**config.mk**
```make
export PLATFORM = sky130hd
export DESIGN_NAME = window_prefetch_evict_policy
export DESIGN_NICKNAME = d
export VERILOG_FILES = /design/src/rtl/core/wpe_pkg.sv /design/src/rtl/core/wpe_ram.sv /design/src/rtl/core/wpe_window.sv /design/src/rtl/core/window_prefetch_evict_policy.sv
export SDC_FILE = /design/constraint.sdc
export NUM_CORES = 1
export LEC_CHECK = 0
export BUFFER_PORTS_ARGS = -buffer_cell sky130_fd_sc_hd__buf_2
export CAP_MARGIN = 10
export CELL_PAD_IN_SITES_DETAIL_PLACEMENT = 0
export CELL_PAD_IN_SITES_GLOBAL_PLACEMENT = 2
export CORE_ASPECT_RATIO = 1.4
export CORE_MARGIN = 8
export CORE_UTILIZATION = 35
export CTS_CLUSTER_DIAMETER = 60
export DETAILED_ROUTE_END_ITERATION = 6
export PLACE_DENSITY_LB_ADDON = 0.1
export SETUP_SLACK_MARGIN = 0.05
export SKIP_CTS_REPAIR_TIMING = 1
export SLEW_MARGIN = 20
export SYNTH_ARGS = -nofsm -noshare
export SYNTH_HDL_FRONTEND = slang
export SYNTH_SLANG_ARGS = --single-unit
```
**constraint.sdc**
```tcl
create_clock -name clk -period 7.56 [get_ports clk]
set_input_delay 0.378 -clock clk [delete_from_list [all_inputs] [get_ports clk]]
set_output_delay 0.378 -clock clk [all_outputs]
set_load 0.05 [all_outputs]
```
**src/rtl/core/wpe_pkg.sv**
```systemverilog
package wpe_pkg;

    // Window arithmetic is bounded by the 9-bit registers, so 12 signed bits cover it.
    localparam int WIN_W = 12;
    localparam int LIM_W = 9;
    localparam int IN_W  = 24;
    localparam int OUT_W = 24;

    localparam logic [1:0] OP_SCHED   = 2'd0;
    localparam logic [1:0] OP_MARK    = 2'd1;
    localparam logic [1:0] OP_RELEASE = 2'd2;
    localparam logic [1:0] OP_CLEAR   = 2'd3;

    localparam logic [1:0] MODE_FWD  = 2'd0;
    localparam logic [1:0] MODE_BWD  = 2'd1;
    localparam logic [1:0] MODE_CENT = 2'd2;

    localparam logic [1:0] REG_LIMIT = 2'd0;
    localparam logic [1:0] REG_COUNT = 2'd1;
    localparam logic [1:0] REG_MODE  = 2'd2;

    typedef struct packed {
        logic                    fwd;
        logic [LIM_W-1:0]        size;
        logic signed [WIN_W-1:0] pos;
        logic signed [WIN_W-1:0] wbeg;
        logic signed [WIN_W-1:0] wend;
        logic signed [WIN_W-1:0] lo;
        logic signed [WIN_W-1:0] hi;
    } win_t;

endpackage

```
**src/rtl/core/wpe_ram.sv**
```systemverilog
module wpe_ram #(
    parameter int WIDTH = 1,
    parameter int DEPTH = 256,
    localparam int ADDR_W = $clog2(DEPTH)
) (
    input  logic              clk,
    input  logic              we,
    input  logic [ADDR_W-1:0] waddr,
    input  logic [WIDTH-1:0]  wdata,
    input  logic              re,
    input  logic [ADDR_W-1:0] raddr,
    output logic [WIDTH-1:0]  rd_data
);

    logic [WIDTH-1:0] mem_reg [DEPTH];
    logic [WIDTH-1:0] rd_data_reg;

    always_ff @(posedge clk)
    begin
        if (we)
        begin
            mem_reg[waddr] <= wdata;
        end
    end

    always_ff @(posedge clk)
    begin
        if (re)
        begin
            rd_data_reg <= mem_reg[raddr];
        end
    end

    assign rd_data = rd_data_reg;

endmodule

```
**src/rtl/core/wpe_window.sv**
```systemverilog
module wpe_window (
    input  logic                      clk,
    input  logic                      rst_n,
    input  logic                      start,
    input  logic [wpe_pkg::LIM_W-1:0] pos,
    input  logic [wpe_pkg::LIM_W-1:0] cnt,
    input  logic [wpe_pkg::LIM_W-1:0] lim,
    input  logic                      fwd,
    output logic                      win_valid,
    output wpe_pkg::win_t             win
);

    localparam int W = wpe_pkg::WIN_W;
    localparam logic signed [W-1:0] ONE = W'(1);

    logic [3:0] vld_reg;

    logic [wpe_pkg::LIM_W-1:0] s1_pos_reg, s1_cnt_reg, s1_lim_reg, s1_size_reg;
    logic                      s1_fwd_reg;

    logic signed [W-1:0] p1, c1, l1, sz1, half1, fend1;
    logic signed [W-1:0] s2_p_reg, s2_c_reg, s2_l_reg, s2_b_reg, s2_e_reg;
    logic [wpe_pkg::LIM_W-1:0] s2_size_reg;
    logic                s2_fwd_reg;

    logic signed [W-1:0] sz2;
    logic signed [W-1:0] s3_p_reg, s3_beg_reg, s3_end_reg;
    logic [wpe_pkg::LIM_W-1:0] s3_size_reg;
    logic                s3_fwd_reg;

    wpe_pkg::win_t win_reg;

    always_ff @(posedge clk or negedge rst_n)
    begin
        if (!rst_n)
        begin
            vld_reg <= '0;
        end
        else
        begin
            vld_reg <= {vld_reg[2:0], start};
        end
    end

    // Stage 1: clamp the position to the source count and size the window.
    always_ff @(posedge clk)
    begin
        if (start)
        begin
            s1_pos_reg  <= (pos > cnt) ? cnt : pos;
            s1_cnt_reg  <= cnt;
            s1_lim_reg  <= lim;
            s1_size_reg <= (lim < cnt) ? lim : cnt;
            s1_fwd_reg  <= fwd;
        end
    end

    always_comb
    begin
        p1    = $signed(W'(s1_pos_reg));
        c1    = $signed(W'(s1_cnt_reg));
        l1    = $signed(W'(s1_lim_reg));
        sz1   = $signed(W'(s1_size_reg));
        half1 = $signed(W'(s1_size_reg >> 1));
        fend1 = p1 + l1;
    end

    // Stage 2: raw bounds. Centered end is pos - size/2 + size - 1.
    always_ff @(posedge clk)
    begin
        if (vld_reg[0])
        begin
            s2_p_reg    <= p1;
            s2_c_reg    <= c1;
            s2_l_reg    <= l1;
            s2_size_reg <= s1_size_reg;
            s2_fwd_reg  <= s1_fwd_reg;
            s2_b_reg    <= p1 - half1;
            if (s1_fwd_reg)
            begin
                s2_e_reg <= (fend1 >= c1) ? c1 : fend1;
            end
            else
            begin
                s2_e_reg <= p1 + sz1 - half1 - ONE;
            end
        end
    end

    assign sz2 = $signed(W'(s2_size_reg));

    // Stage 3: forward start bound, or shift the centered window into range.
    always_ff @(posedge clk)
    begin
        if (vld_reg[1])
        begin
            s3_p_reg    <= s2_p_reg;
            s3_size_reg <= s2_size_reg;
            s3_fwd_reg  <= s2_fwd_reg;
            if (s2_fwd_reg)
            begin
                s3_beg_reg <= s2_e_reg - s2_l_reg - ONE;
                s3_end_reg <= s2_e_reg;
            end
            else if (s2_b_reg[W-1])
            begin
                s3_beg_reg <= '0;
                s3_end_reg <= sz2 - ONE;
            end
            else if (s2_e_reg >= s2_c_reg)
            begin
                s3_beg_reg <= s2_c_reg - sz2;
                s3_end_reg <= s2_c_reg - ONE;
            end
            else
            begin
                s3_beg_reg <= s2_b_reg;
                s3_end_reg <= s2_e_reg;
            end
        end
    end

    // Stage 4: the area that counts as inside the window for eviction.
    always_ff @(posedge clk)
    begin
        if (vld_reg[2])
        begin
            win_reg.fwd  <= s3_fwd_reg;
            win_reg.size <= s3_size_reg;
            win_reg.pos  <= s3_p_reg;
            win_reg.wbeg <= s3_beg_reg;
            win_reg.wend <= s3_end_reg;
            win_reg.lo   <= s3_beg_reg + ONE;
            win_reg.hi   <= s3_end_reg - ONE;
        end
    end

    assign win_valid = vld_reg[3];
    assign win       = win_reg;

endmodule

```
**src/rtl/core/window_prefetch_evict_policy.sv**
```systemverilog
// Mark and release read the map entry and write it back; one out of range goes straight to the
// result. Clear writes every map entry. A schedule request waits for the window, then checks the
// search candidates in turn (up to 2 * window + 1 centered, up to the window forward, then back
// below the position) and, on a full map, sweeps every entry for the eviction. Backward mode finds nothing.
// One request is in work at a time; a finished result waits in the output register.
// After reset the whole map is cleared with s_axis_tready low.
module window_prefetch_evict_policy #(
    parameter int MAX_ENTRIES = 256
) (
    input  logic                      clk,
    input  logic                      rst_n,
    input  logic                      s_axis_tvalid,
    output logic                      s_axis_tready,
    // position [8:0], entry_index [16:9], zero fill above
    input  logic [wpe_pkg::IN_W-1:0]  s_axis_tdata,
    // opcode [1:0]
    input  logic [1:0]                s_axis_tuser,
    output logic                      m_axis_tvalid,
    input  logic                      m_axis_tready,
    // load_found [0], load_index [8:1], evict_found [9], evict_index [17:10], zero fill above
    output logic [wpe_pkg::OUT_W-1:0] m_axis_tdata,
    input  logic                      cfg_we,
    input  logic [1:0]                cfg_index,
    input  logic [wpe_pkg::LIM_W-1:0] cfg_data
);

    localparam int IW = $clog2(MAX_ENTRIES);
    localparam int TW = $clog2(MAX_ENTRIES + 1);
    localparam int AW = (IW + 2 > 12) ? IW + 2 : 12;
    localparam int W  = wpe_pkg::WIN_W;
    localparam int LW = wpe_pkg::LIM_W;
    localparam logic [IW-1:0] LAST_ADDR = IW'(MAX_ENTRIES - 1);
    localparam logic signed [W-1:0] ONE = W'(1);

    localparam logic [2:0] ST_INIT   = 3'd0;
    localparam logic [2:0] ST_IDLE   = 3'd1;
    localparam logic [2:0] ST_RMW    = 3'd2;
    localparam logic [2:0] ST_CLEAR  = 3'd3;
    localparam logic [2:0] ST_WIN    = 3'd4;
    localparam logic [2:0] ST_SEARCH = 3'd5;
    localparam logic [2:0] ST_EVICT  = 3'd6;
    localparam logic [2:0] ST_DONE   = 3'd7;

    logic [2:0]    state_reg, state_next;
    logic [IW-1:0] clr_addr_reg, clr_addr_next;

    logic [LW-1:0] limit_reg, count_reg;
    logic [1:0]    mode_reg;

    logic [1:0]    op_reg, op_next;
    logic [7:0]    ent_reg, ent_next;
    logic [TW-1:0] total_reg, total_next;

    logic                gen_active_reg, gen_active_next;
    logic                gen_phase_reg, gen_phase_next;
    logic signed [W-1:0] gen_k_reg, gen_k_next;
    logic [LW:0]         gen_i_reg, gen_i_next;
    logic                chk_valid_reg, chk_valid_next;
    logic signed [W-1:0] chk_k_reg, chk_k_next;

    logic                 ev_run_reg, ev_run_next;
    logic [IW-1:0]        ev_addr_reg, ev_addr_next;
    logic                 ev_rd_reg, ev_rd_next;
    logic [IW-1:0]        ev_rd_i_reg, ev_rd_i_next;
    logic                 dv_reg, dv_next;
    logic signed [AW-1:0] d_reg, d_next;
    logic [IW-1:0]        d_i_reg, d_i_next;
    logic                 best_valid_reg, best_valid_next;
    logic [IW-1:0]        best_reg, best_next;
    logic signed [AW-1:0] dmax_reg, dmax_next;

    logic       res_lf_reg, res_lf_next;
    logic [7:0] res_li_reg, res_li_next;
    logic       res_ef_reg, res_ef_next;
    logic [7:0] res_ei_reg, res_ei_next;

    logic                     m_valid_reg, m_valid_next;
    logic [wpe_pkg::OUT_W-1:0] m_data_reg, m_data_next;

    logic          ram_we, ram_re;
    logic [IW-1:0] ram_waddr, ram_raddr;
    logic [0:0]    ram_wdata, ram_rdata;

    logic          win_start, win_valid;
    wpe_pkg::win_t win;

    logic [LW-1:0]        cnt_eff;
    logic                 in_accept;
    logic [1:0]           in_op;
    logic [7:0]           in_ent;
    logic                 total_full;
    logic signed [W-1:0]  half_k, cent_k;
    logic signed [AW-1:0] iv, lo_x, hi_x, area_gap;

    assign cnt_eff = (AW'(count_reg) > AW'(MAX_ENTRIES)) ? LW'(MAX_ENTRIES) : count_reg;
    assign s_axis_tready = (state_reg == ST_IDLE);
    assign in_accept = s_axis_tvalid && s_axis_tready;
    assign in_op  = s_axis_tuser;
    assign in_ent = s_axis_tdata[16:9];
    assign total_full = (AW'(total_reg) >= AW'(limit_reg)) && (total_reg != '0);

    assign win_start = in_accept && (in_op == wpe_pkg::OP_SCHED)
                       && (mode_reg != wpe_pkg::MODE_BWD);

    // Centered candidate order: pos, pos, pos-1, pos+1, pos-2, ...
    assign half_k = $signed(W'(gen_i_reg[LW:1]));
    assign cent_k = gen_i_reg[0] ? win.pos + half_k : win.pos - half_k;

    assign iv   = $signed(AW'(ev_rd_i_reg));
    assign lo_x = AW'(win.lo);
    assign hi_x = AW'(win.hi);
    assign area_gap = (iv < lo_x) ? lo_x - iv : ((iv > hi_x) ? iv - hi_x : '0);

    wpe_window u_window (
        .clk       (clk),
        .rst_n     (rst_n),
        .start     (win_start),
        .pos       (s_axis_tdata[LW-1:0]),
        .cnt       (cnt_eff),
        .lim       (limit_reg),
        .fwd       (mode_reg == wpe_pkg::MODE_FWD),
        .win_valid (win_valid),
        .win       (win)
    );

    wpe_ram #(
        .WIDTH (1),
        .DEPTH (MAX_ENTRIES)
    ) u_map (
        .clk     (clk),
        .we      (ram_we),
        .waddr   (ram_waddr),
        .wdata   (ram_wdata),
        .re      (ram_re),
        .raddr   (ram_raddr),
        .rd_data (ram_rdata)
    );

    always_ff @(posedge clk or negedge rst_n)
    begin
        if (!rst_n)
        begin
            limit_reg <= LW'(256);
            count_reg <= '0;
            mode_reg  <= wpe_pkg::MODE_CENT;
        end
        else if (cfg_we)
        begin
            unique case (cfg_index)
                wpe_pkg::REG_LIMIT: limit_reg <= cfg_data;
                wpe_pkg::REG_COUNT: count_reg <= cfg_data;
                wpe_pkg::REG_MODE:  mode_reg  <= cfg_data[1:0];
                default:            ;
            endcase
        end
    end

    always_comb
    begin
        state_next      = state_reg;
        clr_addr_next   = clr_addr_reg;
        op_next         = op_reg;
        ent_next        = ent_reg;
        total_next      = total_reg;
        gen_active_next = gen_active_reg;
        gen_phase_next  = gen_phase_reg;
        gen_k_next      = gen_k_reg;
        gen_i_next      = gen_i_reg;
        chk_valid_next  = 1'b0;
        chk_k_next      = chk_k_reg;
        ev_run_next     = ev_run_reg;
        ev_addr_next    = ev_addr_reg;
        ev_rd_next      = 1'b0;
        ev_rd_i_next    = ev_rd_i_reg;
        dv_next         = 1'b0;
        d_next          = d_reg;
        d_i_next        = d_i_reg;
        best_valid_next = best_valid_reg;
        best_next       = best_reg;
        dmax_next       = dmax_reg;
        res_lf_next     = res_lf_reg;
        res_li_next     = res_li_reg;
        res_ef_next     = res_ef_reg;
        res_ei_next     = res_ei_reg;
        m_valid_next    = m_valid_reg && !m_axis_tready;
        m_data_next     = m_data_reg;
        ram_we          = 1'b0;
        ram_waddr       = clr_addr_reg;
        ram_wdata       = 1'b0;
        ram_re          = 1'b0;
        ram_raddr       = IW'(in_ent);

        unique case (state_reg)
            ST_INIT,
            ST_CLEAR:
            begin
                ram_we = 1'b1;
                if (clr_addr_reg == LAST_ADDR)
                begin
                    clr_addr_next = '0;
                    state_next = (state_reg == ST_INIT) ? ST_IDLE : ST_DONE;
                end
                else
                begin
                    clr_addr_next = clr_addr_reg + IW'(1);
                end
            end

            ST_IDLE:
            begin
                if (in_accept)
                begin
                    op_next     = in_op;
                    ent_next    = in_ent;
                    res_lf_next = 1'b0;
                    res_li_next = '0;
                    res_ef_next = 1'b0;
                    res_ei_next = '0;
                    unique case (in_op)
                        wpe_pkg::OP_MARK:
                        begin
                            if ({1'b0, in_ent} < cnt_eff)
                            begin
                                ram_re     = 1'b1;
                                state_next = ST_RMW;
                            end
                            else
                            begin
                                state_next = ST_DONE;
                            end
                        end
                        wpe_pkg::OP_RELEASE:
                        begin
                            if (AW'(in_ent) < AW'(MAX_ENTRIES))
                            begin
                                ram_re     = 1'b1;
                                state_next = ST_RMW;
                            end
                            else
                            begin
                                state_next = ST_DONE;
                            end
                        end
                        wpe_pkg::OP_CLEAR:
                        begin
                            clr_addr_next = '0;
                            total_next    = '0;
                            state_next    = ST_CLEAR;
                        end
                        default:
                        begin
                            state_next = (mode_reg == wpe_pkg::MODE_BWD) ? ST_DONE : ST_WIN;
                        end
                    endcase
                end
            end

            ST_RMW:
            begin
                ram_waddr = IW'(ent_reg);
                if (op_reg == wpe_pkg::OP_MARK && !ram_rdata[0])
                begin
                    ram_we     = 1'b1;
                    ram_wdata  = 1'b1;
                    total_next = total_reg + TW'(1);
                end
                else if (op_reg == wpe_pkg::OP_RELEASE && ram_rdata[0])
                begin
                    ram_we     = 1'b1;
                    total_next = total_reg - TW'(1);
                end
                state_next = ST_DONE;
            end

            ST_WIN:
            begin
                if (win_valid)
                begin
                    gen_active_next = 1'b1;
                    gen_phase_next  = 1'b0;
                    gen_k_next      = win.pos;
                    gen_i_next      = '0;
                    state_next      = ST_SEARCH;
                end
            end

            ST_SEARCH:
            begin
                if (chk_valid_reg && !ram_rdata[0])
                begin
                    res_lf_next = 1'b1;
                    res_li_next = 8'(chk_k_reg);
                    if (total_full)
                    begin
                        ev_run_next     = 1'b1;
                        ev_addr_next    = '0;
                        best_valid_next = 1'b0;
                        dmax_next       = '0;
                        state_next      = ST_EVICT;
                    end
                    else
                    begin
                        state_next = ST_DONE;
                    end
                end
                else if (gen_active_reg)
                begin
                    ram_raddr = IW'($unsigned(gen_k_reg));
                    if (win.fwd)
                    begin
                        if (!gen_phase_reg)
                        begin
                            if (gen_k_reg < win.wend)
                            begin
                                ram_re         = 1'b1;
                                chk_valid_next = 1'b1;
                                chk_k_next     = gen_k_reg;
                                gen_k_next     = gen_k_reg + ONE;
                            end
                            else
                            begin
                                gen_phase_next = 1'b1;
                                gen_k_next     = win.pos - ONE;
                            end
                        end
                        else if (gen_k_reg > win.wbeg && !gen_k_reg[W-1])
                        begin
                            ram_re         = 1'b1;
                            chk_valid_next = 1'b1;
                            chk_k_next     = gen_k_reg;
                            gen_k_next     = gen_k_reg - ONE;
                        end
                        else
                        begin
                            gen_active_next = 1'b0;
                        end
                    end
                    else
                    begin
                        ram_raddr      = IW'($unsigned(cent_k));
                        ram_re         = 1'b1;
                        chk_valid_next = (cent_k >= win.wbeg) && (cent_k <= win.wend);
                        chk_k_next     = cent_k;
                        if (gen_i_reg == {win.size, 1'b0})
                        begin
                            gen_active_next = 1'b0;
                        end
                        else
                        begin
                            gen_i_next = gen_i_reg + (LW + 1)'(1);
                        end
                    end
                end
                else if (!chk_valid_reg)
                begin
                    state_next = ST_DONE;
                end
            end

            ST_EVICT:
            begin
                // Sweep: issue a read, then compute the distance, then compare.
                if (ev_run_reg)
                begin
                    ram_re       = 1'b1;
                    ram_raddr    = ev_addr_reg;
                    ev_rd_next   = 1'b1;
                    ev_rd_i_next = ev_addr_reg;
                    if (ev_addr_reg == LAST_ADDR)
                    begin
                        ev_run_next = 1'b0;
                    end
                    else
                    begin
                        ev_addr_next = ev_addr_reg + IW'(1);
                    end
                end
                dv_next  = ev_rd_reg && ram_rdata[0];
                d_next   = area_gap;
                d_i_next = ev_rd_i_reg;
                if (dv_reg && (!best_valid_reg || d_reg > dmax_reg))
                begin
                    best_valid_next = 1'b1;
                    best_next       = d_i_reg;
                    dmax_next       = d_reg;
                end
                if (!ev_run_reg && !ev_rd_reg && !dv_reg)
                begin
                    if (best_valid_reg && dmax_reg != '0)
                    begin
                        ram_we      = 1'b1;
                        ram_waddr   = best_reg;
                        total_next  = total_reg - TW'(1);
                        res_ef_next = 1'b1;
                        res_ei_next = 8'(best_reg);
                    end
                    state_next = ST_DONE;
                end
            end

            ST_DONE:
            begin
                if (!m_valid_reg || m_axis_tready)
                begin
                    m_valid_next = 1'b1;
                    m_data_next  = wpe_pkg::OUT_W'({res_ei_reg, res_ef_reg,
                                                    res_li_reg, res_lf_reg});
                    state_next   = ST_IDLE;
                end
            end

            default:
            begin
                state_next = ST_IDLE;
            end
        endcase
    end

    always_ff @(posedge clk or negedge rst_n)
    begin
        if (!rst_n)
        begin
            state_reg      <= ST_INIT;
            clr_addr_reg   <= '0;
            total_reg      <= '0;
            gen_active_reg <= 1'b0;
            chk_valid_reg  <= 1'b0;
            ev_run_reg     <= 1'b0;
            ev_rd_reg      <= 1'b0;
            dv_reg         <= 1'b0;
            best_valid_reg <= 1'b0;
            m_valid_reg    <= 1'b0;
        end
        else
        begin
            state_reg      <= state_next;
            clr_addr_reg   <= clr_addr_next;
            total_reg      <= total_next;
            gen_active_reg <= gen_active_next;
            chk_valid_reg  <= chk_valid_next;
            ev_run_reg     <= ev_run_next;
            ev_rd_reg      <= ev_rd_next;
            dv_reg         <= dv_next;
            best_valid_reg <= best_valid_next;
            m_valid_reg    <= m_valid_next;
        end
    end

    always_ff @(posedge clk)
    begin
        op_reg        <= op_next;
        ent_reg       <= ent_next;
        gen_phase_reg <= gen_phase_next;
        gen_k_reg     <= gen_k_next;
        gen_i_reg     <= gen_i_next;
        chk_k_reg     <= chk_k_next;
        ev_addr_reg   <= ev_addr_next;
        ev_rd_i_reg   <= ev_rd_i_next;
        d_reg         <= d_next;
        d_i_reg       <= d_i_next;
        best_reg      <= best_next;
        dmax_reg      <= dmax_next;
        res_lf_reg    <= res_lf_next;
        res_li_reg    <= res_li_next;
        res_ef_reg    <= res_ef_next;
        res_ei_reg    <= res_ei_next;
        m_data_reg    <= m_data_next;
    end

    assign m_axis_tvalid = m_valid_reg;
    assign m_axis_tdata  = m_data_reg;

endmodule

```
# Word level (Yosys, flattened, before mapping)
# Memory sizes are Yosys's and may differ from the RTL's. A register that Yosys moved wholly into a read port is not among the register bits.
# Cells that the tools add are included.
[word_totals]
ff_bits = 392
ramBits = 256
mem_count = 1
word_cells = 332
[classes]
n_bitwise = 1
n_addsub = 24
magnitude_cmp = 14
eq_ne = 42
reduce_logical = 58
mux = 137
[memory_table]
columns = ["memory", "depth", "word_bits", "rd", "rd_clocked_by_memory_dff", "wr", "line_no", "rtl"]
rows = [
  ["u_map.mem_reg", 256, 1, 1, 1, 1, "wpe_ram.sv:15", "logic [WIDTH-1:0] mem_reg [DEPTH];"],
]
[op_table]
columns = ["cell", "count"]
rows = [
  ["$mux W12", 21],
  ["$mux W8", 21],
  ["$pmux W8 S2", 6],
  ["$mux W9", 9],
  ["$mux W10", 5],
  ["$mux W1", 49],
  ["$pmux W12 S2", 2],
  ["$sub A12 B2 Y12 const B", 4],
  ["$add A9 B9 Y10", 3],
  ["$mux W3", 10],
  ["$sub A9 B1 Y10 const B", 3],
  ["$pmux W9 S3", 1],
  ["$ne A2 B2 Y1 const B", 13],
  ["$add A12 B2 Y12 const B", 2],
  ["$ge A12 B10 Y1", 2],
  ["$gt A12 B12 Y1", 2],
  ["$pmux W3 S7", 1],
  ["$pmux W10 S2", 1],
  ["$sub A9 B9 Y10", 2],
  ["$ne A3 B3 Y1 const B", 6],
  ["$reduce_and A6 Y1", 3],
  ["$add A8 B1 Y8 const B", 2],
  ["$eq A8 B8 Y1 const B", 2],
  ["$logic_and A1 B1 Y1", 15],
  ["other kinds (44)", 91],
]

# Depth between registers and ports, before layout
[logic_depth]
word_depth = 8
depth_mapped = 23

# By module
# Synthesis repeated with hierarchy kept, for this count alone.
[hier_totals]
hier_cells = 2998
hier_area_um2 = 34906.0
[by_module_without_submodules]
columns = ["module", "seq_area_each_um2", "cells_per_inst", "n_inst", "area_each_um2"]
rows = [
  ["window_prefetch_evict_policy", 5172.5, 1257, 1, 12250.5],
  ["wpe_window", 6286.0, 953, 1, 11517.3],
  ["wpe_ram", 7717.4, 788, 1, 11138.2],
]

# Worst setup path before layout
# OpenSTA, ideal clock, no wires.
[synth_timing]
path_kind = "flip-flop to flip-flop"
startpoint = "register state_reg[1]"
endpoint = "memory u_map.mem_reg[0] (data pin)"
setup_slack_ns = 1.953
path_stages_with_launch = 7
n_path_buf = 3
arrival_ns = 4.740
synth_period_minus_slack_ns = 5.607
setup_ns = 0.867
cell_sequence = "dfrtp_1 buf_2 clkinv_1 nor2_2 clkbuf_1 clkbuf_1 and2_1"
[synth_between]
elab_chain_len = 2
[synth_lines]
columns = ["element", "line_no", "rtl"]
rows = [
  ["from (decl)", "window_prefetch_evict_policy.sv:44", "logic [2:0] state_reg, state_next;"],
  ["from (signal assigned)", "window_prefetch_evict_policy.sv:436", "state_reg <= state_next;"],
  ["$eq A3 B2 Y1", "window_prefetch_evict_policy.sv:193", "unique case (state_reg)"],
  ["$mux W1", "window_prefetch_evict_policy.sv:193", ""],
  ["via ram_wdata", "window_prefetch_evict_policy.sv:82", "logic [0:0] ram_wdata, ram_rdata;"],
  ["to (decl)", "wpe_ram.sv:15", ""],
]
# The timed path passes the listed nets, and every way through them passes these cells.

# Final worst setup path
[layout_timing]
startpoint = "register state_reg[0]"
endpoint = "register u_map.rd_data_reg, in the netlist u_map.rd_data, read port of u_map.mem_reg (data pin)"
[layout_between]
elab_chain_len = 4
elab_cells_between_ends = 7
cone_classes = "eq/ne (3); mux (3); reduce/logical (1)"
[layout_lines]
columns = ["element", "line_no", "rtl"]
rows = [
  ["$eq A3 B1 Y1", "window_prefetch_evict_policy.sv:96, window_prefetch_evict_policy.sv:193", ""],
  ["$logic_and A1 B1 Y1", "window_prefetch_evict_policy.sv:97", "assign in_accept = s_axis_tvalid && s_axis_tready;"],
  ["$mux W1", "window_prefetch_evict_policy.sv:211", "if (in_accept)"],
  ["$pmux W1 S3", "window_prefetch_evict_policy.sv:193", ""],
  ["to (decl)", "wpe_ram.sv:16", "logic [WIDTH-1:0] rd_data_reg;"],
]
# Parallel ways exist; a longest one is shown, timed or not.
# A chain may end at the register's enable or synchronous reset.

==> results.md <==
- Worst EP arrival: between 6 and 7 ns
- Worst path top cell family by delay: compound AO/OA/AOI/OAI gates
- Via count: 23128
- CP Max Fanout: 56
- Max Slew Vio Count: 0
- PwrDens: 278 nW/um2
- Syn avg cell area: roughly 11 um2
- DR top layer: met4
- Ant. Diodes: 0
- Synth warn: 0
- Die area: 109000 um2
- Die span in y: approximately 390 um
- Post-route setup TNS: 0 ns
- Cells after Synth: slightly above 3000
- DRT met1 WL: between 30 and 40 mm
- Proportion of layout cells with a drive suffix above 1: roughly 8.7%
- GP Congestion: 0.855
- Initial Util: a little over a third
- Overflow after GRT: 0
- Final hold vios: 0
- CP max stage cell: a221o_4
- Nets@finish: between 3000 and 4000
- Global-route wire length before repair: ~150 mm
- Commonest non-fill, non-tap cells in the layout: edfxtp_1 (596), nor2_1 (416), nand2_1 (273)
- Root buffer cell: clkbuf_16
- Sequential Area: 19200 um2
- Post-route cell area: between 30000 and 40000 um2
- Die width: between 200 and 300 um
- Fillers: about 9500
- Startpoint types: flip-flop
- Worst Setup End Kind: flip-flop
- CTS tree: built
- Number of CTS-inserted buffers: 73
- Clock Tree Buf Depth: 3
- Final Cycle Share: between 70% and 80%
- Setup violators final: 0
- WP buf/inv: 3
- CP Class: reg2reg
- Max-cap violations: 0
- First-pass DRT Iterations: 5
- Via-to-Cell Ratio: 5.14
- EDFF count, synth: slightly below 600
- Port bufs: 54
- Starting DRC count in detailed routing: approximately 1500
- Leading cell type in the layout, fill and taps excluded: edfxtp_1
- Status: finished clean
- Initial antenna violation count: 0
- CP peak stage delay: 0.84 ns
- All-Layer GR Usage: around 18%
- Cell row count: 136
- CTS H-tree depth: 3
- Post-route ant nets: 0
- RSZ-0062 raised after global routing: no
- Tightest Pin Transition: around 1.1 ns
- Area of the multi-input gates: between 10000 and 15000 um2
- Clock Skew: ~0.025 ns
- Largest net degree at the start of global routing: 111
- Max VDD drop: roughly 180 uV
- Min Tclk post-route: 5.73 ns
- Synth Flop Type: edfxtp_1
- Met2 Routed Length: 57.2 mm
- Count of state elements after synthesis: between 600 and 700
- Yosys cell types: 80
- CTS sink count: 647
- DR WL met3: around 2.8 mm
- Clock slew at reported path FFs: about 0.060 ns
- Max-slew headroom: 23.5%
- Cell Chain, Critical Path: nand3b_1 -> buf_4 -> inv_2 -> a31oi_1 -> a221o_4 -> buf_4 -> and2_0 -> a211oi_1 -> a311oi_1 -> a311oi_1 -> a2111oi_0 -> nor2b_1 -> a211oi_1 -> mux2_2
- DRC Markers: 0
- Hold WC Path Type: in2reg
- DP Area: about 36000 um2
- Later-pin clock latency in the skew report: approximately 0.62 ns
- Vias in the first global route: around 24000
- Synthesized area: 34300 um2
- Core outline area: a little under 100000 um2
- Wire length per cell: around 23 um
- Post-synthesis sequential area ratio: between 50 and 60%
- Area delta synth->final: 12.6%
- P_leak: between 10 and 15 nW
- Fmax achieved: approximately 0.17 GHz
- Max reg flops: between 200 and 300
- Final WL: 102 mm
- Ys async rst share: approximately 7.9%
- Dpl hpwl: about 75 mm
- Final core occ: around 40%
- Ports: just under 70
- CP required: around 8.0 ns
-- synthesized netlist by cell type, drive strengths merged, types with 45 or more instances --
library cell,count,share of area (%)
edfxtp,596,52
nor2,418,4.6
nand2,276,3.0
ha,221,8.1
inv,205,2.2
a21oi,147,2.1
o21ai,101,1.5
xnor2,95,2.4
clkbuf,84,0.92
a21o,69,1.5
mux2i,55,1.6
buf,51,0.93
nor2b,51,0.93
dfrtp,49,3.6
o22ai,49,0.89
xor2,48,1.2
nor3,45,0.67
-- logic make-up after synthesis --
kind of cell / after synthesis / synth area share [%]
AOI/OAI and AO/OA: 591 / 11.4
xor gates and xnor gates: 143 / 3.65
adders and majority gates: 231 / 8.64
buffers and inverters: 341 / 4.10
DFF: 647 / 55.9
muxes: 89 / 2.74
other: 1 / 0.0109
and+or+nand+nor: 1028 / 13.6
-- final timing paths --
kind,startpoint,end,cells after the start,slack [ns]
setup / recovery,state_reg[0],u_map.rd_data,14,1.83
hold / removal,m_axis_tready,m_axis_tvalid,3,0.07
setup reg to reg,state_reg[0],u_map.rd_data,14,1.83
hold reg to reg,u_window.s3_size_reg[4],u_window.win[64],0,0.41
max in group asynchronous,rst_n,u_window.vld_reg[2],3,6.59
min in group asynchronous,rst_n,count_reg[8],3,0.43
-- layer usage --
metal / GRT usage, % / vias to the layer above
met5: 0 / -
met2: 36.3 / 365
li1: - / 11181
met3: 2.19 / 143
met4: 6.44 / 0
met1: 20.0 / 11439
-- tightest hold or removal path, cell delays in order --
cell and delay (ns):
buf_2 0.07, nand2b_1 0.14, nand2_1 0.06
-- where the power goes --
part / total, W / switching, W / internal [W]
Combinational: 0.00269 / 0.00188 / 0.000811
Clock: 0.00364 / 0.00148 / 0.00216
Sequential: 0.00440 / 0.000220 / 0.00418
-- stage by stage --
step                      power, W  std cells  hold WS [ns]  setup WS (ns)
final                       0.0107       4496        0.0696           1.83
after global routing        0.0113       4496        0.0286           1.50
after floorplan            0.00617       3076        0.0824           1.95
after detailed placement   0.00721       4354         0.405           1.72
after CTS                   0.0109       4484        -0.126           1.68
after global placement     0.00717       4354         0.405           1.80
-- area by class of cell --
type | instances | area share (%)
Timing Repair Buffer | 114 | 1.97
Inverter | 206 | 2.00
Tap cell | 1311 | 4.24
Clock inverter | 35 | 1.04
Multi-Input combinational cell | 2088 | 35.8
Clock buffer | 95 | 5.29
Sequential cell | 647 | 49.6
No activity file was read; power rests on OpenSTA's default activity.
